$ cat config.mk
export PLATFORM = sky130hd
export DESIGN_NAME = line_follow_steer_speed_loop
export DESIGN_NICKNAME = d
export VERILOG_FILES = /design/src/hdl/lfss_pkg.sv /design/src/hdl/lfss_ucode.sv /design/src/hdl/lfss_datapath.sv /design/src/hdl/line_follow_steer_speed_loop.sv
export SDC_FILE = /design/constraint.sdc
export NUM_CORES = 2
export LEC_CHECK = 0
export BUFFER_PORTS_ARGS = -buffer_cell sky130_fd_sc_hd__buf_2
export CAP_MARGIN = 10
export CORE_UTILIZATION = 60
export CTS_BUF_LIST = sky130_fd_sc_hd__clkbuf_4 sky130_fd_sc_hd__clkbuf_8
export CTS_CLUSTER_DIAMETER = 100
export CTS_CLUSTER_SIZE = 30
export DETAILED_ROUTE_END_ITERATION = 7
export GPL_TIMING_DRIVEN = 0
export MAX_ROUTING_LAYER = met4
export PLACE_DENSITY = 0.78
export SETUP_SLACK_MARGIN = 0.1
export SYNTH_ARGS = -nofsm -noshare
export SYNTH_HDL_FRONTEND = slang
export SYNTH_SLANG_ARGS = --single-unit
$ cat constraint.sdc
create_clock -name clk -period 15.2 [get_ports clk]
set_input_delay 4.56 -clock clk [delete_from_list [all_inputs] [get_ports clk]]
set_output_delay 4.56 -clock clk [all_outputs]
set_load 0.01 [all_outputs]
$ cat src/hdl/lfss_pkg.sv
// lfss_pkg: shared types and constants of the line follower steering/speed loop.
// Microcode control word, datapath select codes and register indexes.
// No dependencies.
`default_nettype none

package lfss_pkg;

  localparam int PC_W  = 5;
  localparam int CFG_W = 16;
  localparam int IDX_W = 3;

  typedef logic [PC_W-1:0]  pc_t;
  typedef logic [IDX_W-1:0] cfg_index_t;

  // Register indexes
  localparam cfg_index_t REG_STEER_KP      = 3'd0;
  localparam cfg_index_t REG_STEER_KI      = 3'd1;
  localparam cfg_index_t REG_STEER_KD      = 3'd2;
  localparam cfg_index_t REG_LEFT_GAIN     = 3'd3;
  localparam cfg_index_t REG_RIGHT_GAIN    = 3'd4;
  localparam cfg_index_t REG_LEFT_BASE     = 3'd5;
  localparam cfg_index_t REG_RIGHT_BASE    = 3'd6;
  localparam cfg_index_t REG_TICKS_PER_SEC = 3'd7;

  // Reset values
  localparam logic [15:0] STEER_KP_RESET   = 16'd7;
  localparam logic [15:0] STEER_KI_RESET   = 16'd0;
  localparam logic [15:0] STEER_KD_RESET   = 16'd0;
  localparam logic [15:0] LEFT_GAIN_RESET  = 16'd201;
  localparam logic [15:0] RIGHT_GAIN_RESET = 16'd159;
  localparam logic [15:0] BASE_RESET       = 16'd1500;
  localparam logic [9:0]  TPS_RESET        = 10'd100;
  localparam logic [15:0] TARGET_RESET     = 16'd2000;

  // Microcode entry of the speed update
  localparam pc_t SPEED_ENTRY = 5'd8;

  typedef enum logic [2:0] {
    A_KP, A_KI, A_KD, A_TPS, A_LGAIN, A_RGAIN
  } a_sel_t;

  typedef enum logic [2:0] {
    B_ERR, B_INTEG, B_DERR, B_LPULSE, B_RPULSE, B_DIFF
  } b_sel_t;

  typedef enum logic [1:0] {
    ACC_HOLD, ACC_LOAD, ACC_ADD
  } acc_op_t;

  typedef enum logic [2:0] {
    OP_NONE, OP_ERR, OP_TGT, OP_LDIFF, OP_RDIFF, OP_LDUTY, OP_RDUTY, OP_OUT
  } op_t;

  typedef enum logic {
    JMP_NONE, JMP_SPEED
  } jmp_t;

  typedef struct packed {
    a_sel_t  a_sel;
    b_sel_t  b_sel;
    logic    mul_en;
    acc_op_t acc_op;
    op_t     op;
    jmp_t    jmp;
    pc_t     jmp_to;
    logic    last;
  } ctrl_t;

endpackage

`default_nettype wire

$ cat src/hdl/lfss_ucode.sv
// lfss_ucode: microcode ROM, one control word per step.
// Depends on lfss_pkg.
`default_nettype none

module lfss_ucode
  import lfss_pkg::*;
(
  input  pc_t   pc,
  output ctrl_t ctrl
);

  always_comb begin
    ctrl = '{a_sel: A_KP, b_sel: B_ERR, mul_en: 1'b0, acc_op: ACC_HOLD,
             op: OP_NONE, jmp: JMP_NONE, jmp_to: '0, last: 1'b0};
    case (pc)
      // dispatch on the captured action
      5'd0: begin
        ctrl.jmp    = JMP_SPEED;
        ctrl.jmp_to = SPEED_ENTRY;
      end
      // steering: error, then kp*e, ki*i, kd*de into the accumulator
      5'd1: ctrl.op = OP_ERR;
      5'd2: begin
        ctrl.mul_en = 1'b1; ctrl.a_sel = A_KP; ctrl.b_sel = B_ERR;
      end
      5'd3: begin
        ctrl.mul_en = 1'b1; ctrl.a_sel = A_KI; ctrl.b_sel = B_INTEG;
        ctrl.acc_op = ACC_LOAD;
      end
      5'd4: begin
        ctrl.mul_en = 1'b1; ctrl.a_sel = A_KD; ctrl.b_sel = B_DERR;
        ctrl.acc_op = ACC_ADD;
      end
      5'd5: ctrl.acc_op = ACC_ADD;
      5'd6: ctrl.op = OP_TGT;
      5'd7: begin
        ctrl.op = OP_OUT; ctrl.last = 1'b1;
      end
      // speed: left wheel, then right wheel
      5'd8: begin
        ctrl.mul_en = 1'b1; ctrl.a_sel = A_TPS; ctrl.b_sel = B_LPULSE;
      end
      5'd9: ctrl.op = OP_LDIFF;
      5'd10: begin
        ctrl.mul_en = 1'b1; ctrl.a_sel = A_LGAIN; ctrl.b_sel = B_DIFF;
      end
      5'd11: ctrl.op = OP_LDUTY;
      5'd12: begin
        ctrl.mul_en = 1'b1; ctrl.a_sel = A_TPS; ctrl.b_sel = B_RPULSE;
      end
      5'd13: ctrl.op = OP_RDIFF;
      5'd14: begin
        ctrl.mul_en = 1'b1; ctrl.a_sel = A_RGAIN; ctrl.b_sel = B_DIFF;
      end
      5'd15: ctrl.op = OP_RDUTY;
      5'd16: begin
        ctrl.op = OP_OUT; ctrl.last = 1'b1;
      end
      default: ctrl.last = 1'b1;
    endcase
  end

endmodule

`default_nettype wire

$ cat src/hdl/lfss_datapath.sv
// lfss_datapath: config registers, input capture, shared multiplier,
// accumulator, loop state and output registers, driven by the control word.
// Depends on lfss_pkg.
`default_nettype none

module lfss_datapath
  import lfss_pkg::*;
#(
  parameter int ADC_BITS  = 12,
  parameter int DUTY_BITS = 16
) (
  input  logic                clk,
  input  logic                rst,
  input  logic                cfg_write,
  input  cfg_index_t          cfg_index,
  input  logic [CFG_W-1:0]    cfg_data,
  input  logic                load,
  input  logic                action,
  input  logic [ADC_BITS-1:0] sensor_a,
  input  logic [ADC_BITS-1:0] sensor_b,
  input  logic [ADC_BITS-1:0] sensor_c,
  input  logic [ADC_BITS-1:0] sensor_d,
  input  logic [ADC_BITS-1:0] sensor_e,
  input  logic [ADC_BITS-1:0] sensor_f,
  input  logic signed [15:0]  left_pulses,
  input  logic signed [15:0]  right_pulses,
  input  logic                step_en,
  input  ctrl_t               ctrl,
  output logic                action_q,
  output logic [15:0]         left_drive,
  output logic [15:0]         right_drive,
  output logic signed [15:0]  left_target_out,
  output logic signed [15:0]  right_target_out
);

  localparam int ESW    = (ADC_BITS + 6 > 19) ? ADC_BITS + 6 : 19;
  localparam int PROD_W = 49;
  localparam int ACC_W  = 50;
  localparam int TS_W   = ACC_W + 1;
  localparam int DIFF_W = 29;
  localparam int ND_W   = 42;

  // config
  logic signed [15:0] steer_kp, steer_ki, steer_kd;
  logic [15:0]        left_speed_gain, right_speed_gain;
  logic signed [15:0] left_base_speed, right_base_speed;
  logic [9:0]         ticks_per_second;

  // captured item
  logic [ADC_BITS-1:0] sa, sb, sc, sd, se, sf;
  logic signed [15:0]  lpulse, rpulse;

  // loop state
  logic signed [31:0]        steer_integral;
  logic signed [17:0]        prev_steer_error;
  logic signed [17:0]        err;
  logic signed [15:0]        left_target, right_target;
  logic [DUTY_BITS-1:0]      left_duty, right_duty;

  logic signed [PROD_W-1:0]  prod;
  logic signed [ACC_W-1:0]   acc;
  logic signed [DIFF_W-1:0]  diff;

  logic signed [16:0]        mul_a;
  logic signed [31:0]        mul_b;
  logic signed [PROD_W-1:0]  prod_next;

  logic signed [ESW-1:0]     ea, eb, ec, ed, ee, ef, err_sum;
  logic signed [17:0]        err_next;
  logic signed [18:0]        derr;
  logic signed [32:0]        isum;
  logic signed [31:0]        integ_next;
  logic signed [ACC_W-1:0]   corr;
  logic signed [TS_W-1:0]    lt_sum, rt_sum;
  logic signed [15:0]        tgt_sel;
  logic signed [DIFF_W-1:0]  diff_next;
  logic [DUTY_BITS-1:0]      duty_sel, duty_next, ldrive_inv, rdrive_inv;
  logic signed [ND_W-1:0]    duty_ext, nd;

  function automatic logic signed [15:0] sat16(input logic signed [TS_W-1:0] v);
    if (v[TS_W-1:15] == '0 || v[TS_W-1:15] == '1) begin
      return v[15:0];
    end
    return v[TS_W-1] ? 16'sh8000 : 16'sh7fff;
  endfunction

  // weighted line error, doubled weights 10, 5, 2
  always_comb begin
    ea = signed'(ESW'(sa));
    eb = signed'(ESW'(sb));
    ec = signed'(ESW'(sc));
    ed = signed'(ESW'(sd));
    ee = signed'(ESW'(se));
    ef = signed'(ESW'(sf));
    err_sum = (ea <<< 3) + (ea <<< 1) + (eb <<< 2) + eb + (ec <<< 1)
            - (ed <<< 1) - (ee <<< 2) - ee - (ef <<< 3) - (ef <<< 1);
    if (err_sum[ESW-1:17] == '0 || err_sum[ESW-1:17] == '1) begin
      err_next = err_sum[17:0];
    end else begin
      err_next = err_sum[ESW-1] ? 18'sh20000 : 18'sh1ffff;
    end
    isum = 33'(steer_integral) + 33'(err_next);
    if (isum[32] != isum[31]) begin
      integ_next = isum[32] ? 32'sh80000000 : 32'sh7fffffff;
    end else begin
      integ_next = isum[31:0];
    end
  end

  assign derr = 19'(err) - 19'(prev_steer_error);

  // shared multiplier operands
  always_comb begin
    case (ctrl.a_sel)
      A_KP:    mul_a = 17'(steer_kp);
      A_KI:    mul_a = 17'(steer_ki);
      A_KD:    mul_a = 17'(steer_kd);
      A_TPS:   mul_a = signed'({7'd0, ticks_per_second});
      A_LGAIN: mul_a = signed'({1'b0, left_speed_gain});
      A_RGAIN: mul_a = signed'({1'b0, right_speed_gain});
      default: mul_a = '0;
    endcase
    case (ctrl.b_sel)
      B_ERR:    mul_b = 32'(err);
      B_INTEG:  mul_b = steer_integral;
      B_DERR:   mul_b = 32'(derr);
      B_LPULSE: mul_b = 32'(lpulse);
      B_RPULSE: mul_b = 32'(rpulse);
      B_DIFF:   mul_b = 32'(diff);
      default:  mul_b = '0;
    endcase
  end

  assign prod_next = mul_a * mul_b;

  // arithmetic shift gives the floor of the division by 256
  assign corr   = acc >>> 8;
  assign lt_sum = TS_W'(left_base_speed) - TS_W'(corr);
  assign rt_sum = TS_W'(right_base_speed) + TS_W'(corr);

  assign tgt_sel   = (ctrl.op == OP_RDIFF) ? right_target : left_target;
  assign diff_next = DIFF_W'(tgt_sel) - DIFF_W'(prod);

  assign duty_sel = (ctrl.op == OP_RDUTY) ? right_duty : left_duty;
  assign duty_ext = signed'(ND_W'(duty_sel));
  assign nd       = duty_ext + ND_W'(prod >>> 8);

  always_comb begin
    if (nd[ND_W-1]) begin
      duty_next = '0;
    end else if (nd[ND_W-1:DUTY_BITS] != '0) begin
      duty_next = '1;
    end else begin
      duty_next = nd[DUTY_BITS-1:0];
    end
  end

  assign ldrive_inv = ~left_duty;
  assign rdrive_inv = ~right_duty;

  always_ff @(posedge clk) begin
    if (rst) begin
      steer_kp         <= STEER_KP_RESET;
      steer_ki         <= STEER_KI_RESET;
      steer_kd         <= STEER_KD_RESET;
      left_speed_gain  <= LEFT_GAIN_RESET;
      right_speed_gain <= RIGHT_GAIN_RESET;
      left_base_speed  <= BASE_RESET;
      right_base_speed <= BASE_RESET;
      ticks_per_second <= TPS_RESET;
      steer_integral   <= '0;
      prev_steer_error <= '0;
      left_target      <= TARGET_RESET;
      right_target     <= TARGET_RESET;
      left_duty        <= '0;
      right_duty       <= '0;
    end else begin
      if (cfg_write) begin
        case (cfg_index)
          REG_STEER_KP:      steer_kp         <= cfg_data;
          REG_STEER_KI:      steer_ki         <= cfg_data;
          REG_STEER_KD:      steer_kd         <= cfg_data;
          REG_LEFT_GAIN:     left_speed_gain  <= cfg_data;
          REG_RIGHT_GAIN:    right_speed_gain <= cfg_data;
          REG_LEFT_BASE:     left_base_speed  <= cfg_data;
          REG_RIGHT_BASE:    right_base_speed <= cfg_data;
          REG_TICKS_PER_SEC: ticks_per_second <= cfg_data[9:0];
          default: ;
        endcase
      end
      if (step_en) begin
        case (ctrl.op)
          OP_ERR:   steer_integral <= integ_next;
          OP_TGT: begin
            prev_steer_error <= err;
            left_target      <= sat16(lt_sum);
            right_target     <= sat16(rt_sum);
          end
          OP_LDUTY: left_duty  <= duty_next;
          OP_RDUTY: right_duty <= duty_next;
          default: ;
        endcase
      end
    end
  end

  // payload registers
  always_ff @(posedge clk) begin
    if (load) begin
      action_q <= action;
      sa <= sensor_a; sb <= sensor_b; sc <= sensor_c;
      sd <= sensor_d; se <= sensor_e; sf <= sensor_f;
      lpulse <= left_pulses;
      rpulse <= right_pulses;
    end
    if (step_en) begin
      if (ctrl.mul_en) begin
        prod <= prod_next;
      end
      case (ctrl.acc_op)
        ACC_LOAD: acc <= ACC_W'(prod);
        ACC_ADD:  acc <= acc + ACC_W'(prod);
        default: ;
      endcase
      case (ctrl.op)
        OP_ERR:   err  <= err_next;
        OP_LDIFF: diff <= diff_next;
        OP_RDIFF: diff <= diff_next;
        OP_OUT: begin
          left_drive       <= 16'(ldrive_inv);
          right_drive      <= 16'(rdrive_inv);
          left_target_out  <= left_target;
          right_target_out <= right_target;
        end
        default: ;
      endcase
    end
  end

endmodule

`default_nettype wire

$ cat src/hdl/line_follow_steer_speed_loop.sv
// line_follow_steer_speed_loop: top level, step counter and handshakes.
// Depends on lfss_pkg, lfss_ucode, lfss_datapath.
//
//   channel   signals                                   direction
//   input     in_valid/in_stall, action, sensor_a..f,   in (in_stall out)
//             left_pulses, right_pulses
//   output    out_valid/out_stall, left_drive,          out (out_stall in)
//             right_drive, left_target_out, right_target_out
//   config    cfg_write, cfg_index, cfg_data            in
//
// One item at a time: a steering update and a speed update each run for the
// length of their microcode, through the one shared 17x32 multiplier.
// The next item is taken in the cycle of the last step.
// rst is synchronous; it restores the register reset values and loop state.
// A stalled result holds the sequencer at its publish step; the item after it
// may already be captured while the result waits.
`default_nettype none

module line_follow_steer_speed_loop
  import lfss_pkg::*;
#(
  parameter int ADC_BITS  = 12,
  parameter int DUTY_BITS = 16
) (
  input  logic                clk,
  input  logic                rst,
  input  logic                in_valid,
  output logic                in_stall,
  input  logic                action,
  input  logic [ADC_BITS-1:0] sensor_a,
  input  logic [ADC_BITS-1:0] sensor_b,
  input  logic [ADC_BITS-1:0] sensor_c,
  input  logic [ADC_BITS-1:0] sensor_d,
  input  logic [ADC_BITS-1:0] sensor_e,
  input  logic [ADC_BITS-1:0] sensor_f,
  input  logic signed [15:0]  left_pulses,
  input  logic signed [15:0]  right_pulses,
  output logic                out_valid,
  input  logic                out_stall,
  output logic [15:0]         left_drive,
  output logic [15:0]         right_drive,
  output logic signed [15:0]  left_target_out,
  output logic signed [15:0]  right_target_out,
  input  logic                cfg_write,
  input  cfg_index_t          cfg_index,
  input  logic [CFG_W-1:0]    cfg_data
);

  logic  busy;
  pc_t   pc;
  ctrl_t ctrl;
  logic  action_q;
  logic  hold;
  logic  step_en;
  logic  accept;

  lfss_ucode u_ucode (
    .pc   (pc),
    .ctrl (ctrl)
  );

  // publish waits until the output register is free
  assign hold     = (ctrl.op == OP_OUT) && out_valid && out_stall;
  assign step_en  = busy && !hold;
  assign in_stall = busy && !(step_en && ctrl.last);
  assign accept   = in_valid && !in_stall;

  always_ff @(posedge clk) begin
    if (rst) begin
      busy      <= 1'b0;
      pc        <= '0;
      out_valid <= 1'b0;
    end else begin
      if (step_en && ctrl.op == OP_OUT) begin
        out_valid <= 1'b1;
      end else if (out_valid && !out_stall) begin
        out_valid <= 1'b0;
      end
      if (accept) begin
        busy <= 1'b1;
        pc   <= '0;
      end else if (step_en) begin
        if (ctrl.last) begin
          busy <= 1'b0;
        end else if (ctrl.jmp == JMP_SPEED && action_q) begin
          pc <= ctrl.jmp_to;
        end else begin
          pc <= pc + 1'b1;
        end
      end
    end
  end

  lfss_datapath #(
    .ADC_BITS  (ADC_BITS),
    .DUTY_BITS (DUTY_BITS)
  ) u_datapath (
    .clk              (clk),
    .rst              (rst),
    .cfg_write        (cfg_write),
    .cfg_index        (cfg_index),
    .cfg_data         (cfg_data),
    .load             (accept),
    .action           (action),
    .sensor_a         (sensor_a),
    .sensor_b         (sensor_b),
    .sensor_c         (sensor_c),
    .sensor_d         (sensor_d),
    .sensor_e         (sensor_e),
    .sensor_f         (sensor_f),
    .left_pulses      (left_pulses),
    .right_pulses     (right_pulses),
    .step_en          (step_en),
    .ctrl             (ctrl),
    .action_q         (action_q),
    .left_drive       (left_drive),
    .right_drive      (right_drive),
    .left_target_out  (left_target_out),
    .right_target_out (right_target_out)
  );

endmodule

`default_nettype wire
Yosys cells after proc, flatten, opt, wreduce, memory -nomap -nowiden
Index checks and enable logic that the tools add are counted.
- reductions and logical operators: 50
- $mul: 1
- add/subtract/negate cells: 17
- muxes and demuxes: 36
- equal/unequal tests: 47
- bitwise logic cells: 2
- operators with widths (operator ; number):
    32-bit one-hot mux with 6 select lines ; 1
    16-bit two-way mux ; 10
    17-bit one-hot mux with 6 select lines ; 1
    50-bit one-hot mux with 2 select lines ; 1
    36-bit == test (second input constant) ; 2
    36-bit zero test ; 2
    32-bit two-way mux ; 2
    50-bit by 49-bit adder with 50-bit output ; 1
    17-bit by 32-bit multiplier with 49-bit output ; 1
    7-bit one-hot mux with 7 select lines ; 1
    16-bit by 42-bit adder with 43-bit output ; 1
    16-bit by 42-bit subtractor with 43-bit output ; 1
    17-bit by 41-bit adder with 42-bit output ; 1
    5-bit by 4-bit == test with 1-bit output (second input constant) ; 8
    19-bit by 14-bit subtractor with 19-bit output ; 2
    3-bit == test (second input constant) ; 12
    18-bit two-way mux ; 2
    2-bit AND reduction ; 18
    32-bit by 18-bit adder with 33-bit output ; 1
    16-bit NOT ; 2
    16-bit by 29-bit subtractor with 29-bit output ; 1
    26-bit nonzero test ; 1
    3-bit by 2-bit == test with 1-bit output (second input constant) ; 8
    3-bit one-hot mux with 7 select lines ; 1
    other kinds (31) ; 72
- register bits: 558
- logic and storage cells: 187
- input port bits: 129
- output and inout port bits: 66

Longest topological paths before layout
- depth after elaboration: 15
- depth in mapped cells: 42
- depth with buffers taken out: 42

Modules after synthesis
Synthesis repeated with hierarchy kept, for this count alone.
- cell total of the unflattened synthesis: 6344
- area, all modules: 56759.4 sq um
- modules (own cells, without submodules) (module ; area an instance (sq um) ; seq. area each (sq um) ; cells each ; times used):
    lfss_datapath ; 56013.7 ; 14183.6 ; 6240 ; 1
    line_follow_steer_speed_loop ; 431.7 ; 140.1 ; 57 ; 1
    lfss_ucode ; 314.1 ; 0.0 ; 47 ; 1

Least setup slack after synthesis
Ideal clock, no wire load.
- path type: reg2reg
- from: register u_datapath.err[0]
- to: register u_datapath.prod[44], data pin
- cell stages (with the launch flop): 40
- buffers on the path: 0
- library setup time: 0.265 ns
- required time: 14.935 ns
- data arrival time: 9.371 ns
- path slack: 5.563 ns
- clock period less this slack: 9.637 ns
- cells stage by stage: edfxtp_1 > inv_1 > ha_1 > inv_1 > fa_1 > a21o_1 > a21oi_1 > o21ai_0 > a21oi_1 > o21bai_1 > a21oi_1 > o211a_1 > a21oi_1 > xnor2_1 > nor2_1 > a2111oi_0 > nor2_1 > fa_1 > (+4 left out) > fa_1 > fa_1 > inv_1 > fa_1 > inv_1 > ha_1 > a21o_1 > a21o_1 > a21o_1 > a211o_1 > and3_1 > o31ai_1 > o211ai_1 > a41o_1 > nor2b_1 > nor2_1 > o21ai_0 > xor2_1
- word-level cells in the longest chain between the ends: 3
- RTL lines (element ; line ; text):
    start, declared ; lfss_datapath.sv:56 ; logic signed [17:0] err;
    start signal, assigned ; lfss_datapath.sv:226 ; OP_ERR: err <= err_next;
    18-bit by 18-bit subtractor with 19-bit output ; lfss_datapath.sv:110 ; assign derr = 19'(err) - 19'(prev_steer_error);
    32-bit one-hot mux with 6 select lines * ; lfss_datapath.sv:123 ; case (ctrl.b_sel)
    17-bit by 32-bit multiplier with 49-bit output * ; lfss_datapath.sv:134 ; assign prod_next = mul_a * mul_b;
    named net u_datapath.prod_next[44] ; lfss_datapath.sv:66 ; logic signed [PROD_W-1:0] prod_next;
    end signal, assigned ; lfss_datapath.sv:218 ; prod <= prod_next;
    end, declared ; lfss_datapath.sv:60 ; logic signed [PROD_W-1:0] prod;
The timed path passes the listed nets; every way through them passes the cells marked *.
A chain may end at the register's enable or synchronous reset.

Worst setup path after layout
- from: register pc[0]
- to: register u_datapath.prod[42], data pin
- word-level cells in the longest chain between the ends: 5
- elaborated cells between the ends (all ways): 23
- classes of those cells: mul (1); eq/ne (17); mux (3); reduce/logical (2)
- RTL lines (element ; line ; text):
    start, declared ; line_follow_steer_speed_loop.sv:50 ; pc_t pc;
    start signal, assigned ; line_follow_steer_speed_loop.sv:86 ; pc <= ctrl.jmp_to;
    start signal, assigned ; line_follow_steer_speed_loop.sv:88 ; pc <= pc + 1'b1;
    5-bit by 4-bit == test with 1-bit output (tied with other cells) ; lfss_ucode.sv:15 ; case (pc)
    7-bit one-hot mux with 7 select lines * ; lfss_ucode.sv:15 ;
    3-bit == test (tied with other cells) ; lfss_datapath.sv:114 ; case (ctrl.a_sel)
    17-bit one-hot mux with 6 select lines / 32-bit one-hot mux with 6 select lines (equally long branches) ; lfss_datapath.sv:114, lfss_datapath.sv:123 ;
    17-bit by 32-bit multiplier with 49-bit output * ; lfss_datapath.sv:134 ;
    named net u_datapath.prod_next[42] ; lfss_datapath.sv:66 ;
Marks and branches as above.

==> summary.txt <==
CTS
  – Hold-fix buffers, CTS: 0
  – Inserted Clock Buffers: 26
  – Reg clk slew, reported paths: around 0.18 ns
  – Sink Count: ~560
  – Post-CTS Setup Bufs: 0
  – H-tree levels: 1
  – Clk buf depth: 3
  – CTS resizes: 0
  – Root buf cell: clkbuf_8
  – Clock latency on the worst-skew pair: ~0.80 ns
  – CTS tree: yes

Yosys
  – Cells after synthesis: 6,166
  – Top cell type's share of synthesized area: 0.221
  – Synthesized area: between 0.05 and 0.06 sq mm
  – Seq/Total Area, Yosys: 0.259
  – Synth area leader: fa_1
  – Syn avg cell area: 8.96 sq um
  – FF+latch count, synth: about 560
  – Ys async rst share: 0
  – Post-synthesis net count: between 7,000 and 8,000
  – Number of unique standard cell types used by synthesis: 103
  – EDFF count, synth: 315
  – Area contributors post-synth: fa_1, edfxtp_1, dfxtp_1
  – Ys flop type: edfxtp_1
  – Synthesis Warnings: 0

GRT
  – Largest net degree at the start of global routing: between 80 and 90
  – Remaining Overflow, GRT: 0
  – Total GRT Usage: 0.373
  – First-pass GRT wire length: 260,000 um
  – Initial antenna violation count: 5
  – Vias in the first global route: between 40,000 and 50,000

Timing
  – Final slew viol count: 0
  – Worst-Margin Slew: around 1.3 ns
  – Final Hold Viols: 0
  – Tmin final: 11.26 ns
  – Tcrit/Tclk final: 0.741
  – Clock Skew: approximately 0.11 ns
  – Setup TNS: 0 ns
  – Worst relative slew slack: 0.132
  – Hold Worst Slack: roughly 0.47 ns
  – # setup viols final: 0
  – Maximum clock rate: just under 0.09 GHz
  – RSZ-0062 raised after global routing: no

Power
  – Max IR drop VDD: about 0.30 mV
  – Leak: approximately 26 nW
  – PwrDens: 183 mW/mm^2
  – Design Power: around 0.011 W

Finish
  – Layout cells sized above 1: 0.0634
  – Fill count: between 7,000 and 8,000
  – Final Util: 0.650
  – Post-route cell area: slightly below 0.06 sq mm
  – Nets: about 7,500
  – Area delta synth->final: 6.53%

Placement
  – Hpwl dp: ~140,000 um
  – Dpl cell area: approximately 0.058 sq mm
  – GPL Wtd Cong: between 1 and 1.5
  – Buffers on Ports: ~180

Flow run
  – Max cap viols: 0

Setup path
  – CP max FO: 10
  – Critical path required time: roughly 16 ns
  – Flop-to-flop setup slack: ~3.9 ns
  – CP Launch Type: flip-flop
  – RR Endpoint: u_datapath.prod[42]$_DFFE_PP_
  – Slowest cell on the critical path: nand3_1
  – Worst Setup EP: u_datapath.prod[42]$_DFFE_PP_
  – RR Startpoint: pc[0]$_SDFFE_PP0P_
  – Critical Path Max Stage Delay: 0.67 ns
  – Worst setup path start: pc[0]$_SDFFE_PP0P_
  – Cell family with most CP delay: adder cells
  – Nature of the critical path endpoint: flip-flop
  – WP buf/inv: 10
  – Crit Path Class: reg2reg
  – Arrival @ worst endpoint: roughly 12 ns
  – Worst path depth: 36
  – Worst-case reg-to-reg path depth: 36

Die
  – Core area: between 0.09 and 0.1 sq mm
  – FP Rows: 110
  – Die Span Y: 305 um
  – Initial Util: 0.610
  – Die ar.: 0.0933 sq mm
  – IO Pins: between 150 and 200
  – Die X: approximately 310 um

Detailed routing
  – Drt via density: a little over 6
  – Wire per inst: about 22 um
  – Vias: between 40,000 and 50,000
  – Iter 0 DRT Violations: ~4,700
  – TritonRoute pass-1 iters: 8
  – Number of remaining DRC errors: 3
  – Antenna-violating nets left: 0
  – Routed WL: approximately 170,000 um

Status
  – Status: complete, but fails checks
  – Failing checks: DRC

Min path
  – Hold/Removal Path Class: reg2reg
[final cells by class]
type	count	area (sq um)	area share
clock inverters	12	181	0.00308
plain buffers	233	907	0.0154
diodes	4	10.0	0.000170
well taps	1176	1470	0.0250
inverters	850	3190	0.0542
flip-flops and latches	558	14300	0.243
multi-input cells	4525	37000	0.629
clock buffers	36	433	0.00736
repair buffers	218	1340	0.0227
[worst min path at each step]
stage	start	to	slack, ns	depth (start not counted)
finish	u_datapath.prev_steer_error[2]$_SDFFE_PP0P_	u_datapath.prev_steer_error[2]$_SDFFE_PP0P_	0.47	2
global route	u_datapath.prev_steer_error[16]$_SDFFE_PP0P_	u_datapath.prev_steer_error[16]$_SDFFE_PP0P_	0.49	2
CTS	u_datapath.prev_steer_error[4]$_SDFFE_PP0P_	u_datapath.prev_steer_error[4]$_SDFFE_PP0P_	0.47	2
detailed placement	u_datapath.steer_kp[8]$_SDFFE_PP0P_	u_datapath.steer_kp[8]$_SDFFE_PP0P_	0.45	2
global placement	u_datapath.left_speed_gain[9]$_SDFFE_PP0P_	u_datapath.left_speed_gain[9]$_SDFFE_PP0P_	0.44	2
floorplan	u_datapath.left_target[11]$_SDFFE_PP0P_	u_datapath.left_target_out[11]$_DFFE_PP_	0.42	0
[worst register-to-register path, delay by kind of cell (launching register included)]
family,cells,cell delay (ns)
AO/OA/AOI/OAI,11,2.59
XOR/XNOR,1,0.16
adder cells (fa/ha/maj),8,3.18
buffers and inverters,10,2.58
flip-flops,1,0.37
AND/OR/NAND/NOR,6,2.08
[cell usage after synthesis (29+ instances only)]
cell type,count
a21oi_1,521
mux2_2,40
o21bai_1,51
edfxtp_1,315
ha_1,388
clkbuf_1,197
a22oi_1,35
fa_1,611
nor2_1,555
nand3_1,115
xnor2_1,179
o211ai_1,29
nor2b_1,40
xor2_1,72
nand4_1,43
a21o_1,139
o21ai_0,236
dfxtp_1,243
a31oi_1,54
o21a_1,35
and3_1,40
nor3_1,63
nand2b_1,65
nand2_1,772
inv_1,849
[registers in the layout (all words and copies together) (netlist names), 18 cells and up]
signal / cells
u_datapath.err: 18
u_datapath.prod: 49
u_datapath.prev_steer_error: 18
u_datapath.diff: 29
u_datapath.steer_integral: 32
u_datapath.acc: 50
[per-layer routing]
layer | up-vias | global-route usage | share of wire
met3 | 484 | 0.0822 | 0.10
li1 | 21232 | - | -
met4 | 0 | 0.207 | 0.069
met5 | - | - | 0
met1 | 22520 | 0.455 | 0.38
met2 | 2241 | 0.575 | 0.45
[per-stage QoR]
step           std cells  setup WS (ns)
2_1_floorplan       6166           5.56
3_3_place_gp        7524           2.85
3_5_place_dp        7555           4.25
4_1_cts             7603           4.17
5_1_grt             7612           3.50
6_report            7612           3.94
[report_power, final]
part / internal, W / switching, W
registers: 0.00199 / 0.0000927
clock network: 0.000210 / 0.000525
logic: 0.00321 / 0.00474
[cells in the final DEF (no fill, tap or decap), types with 197 or more instances in the layout]
cell type and n:
a21oi_1 521, clkbuf_1 197, dfxtp_1 243, edfxtp_1 315
fa_1 611, ha_1 388, inv_1 849, nand2_1 772
nor2_1 553, o21ai_0 236
[cells by family after synthesis]
kind of cell,share of synthesized area
AOI/OAI and AO/OA,0.160
xor gates and xnor gates,0.0402
adders and majority gates,0.309
buffers and inverters,0.0742
DFF,0.259
muxes,0.0105
and+or+nand+nor,0.146
Power figures use the tool's default switching activity.
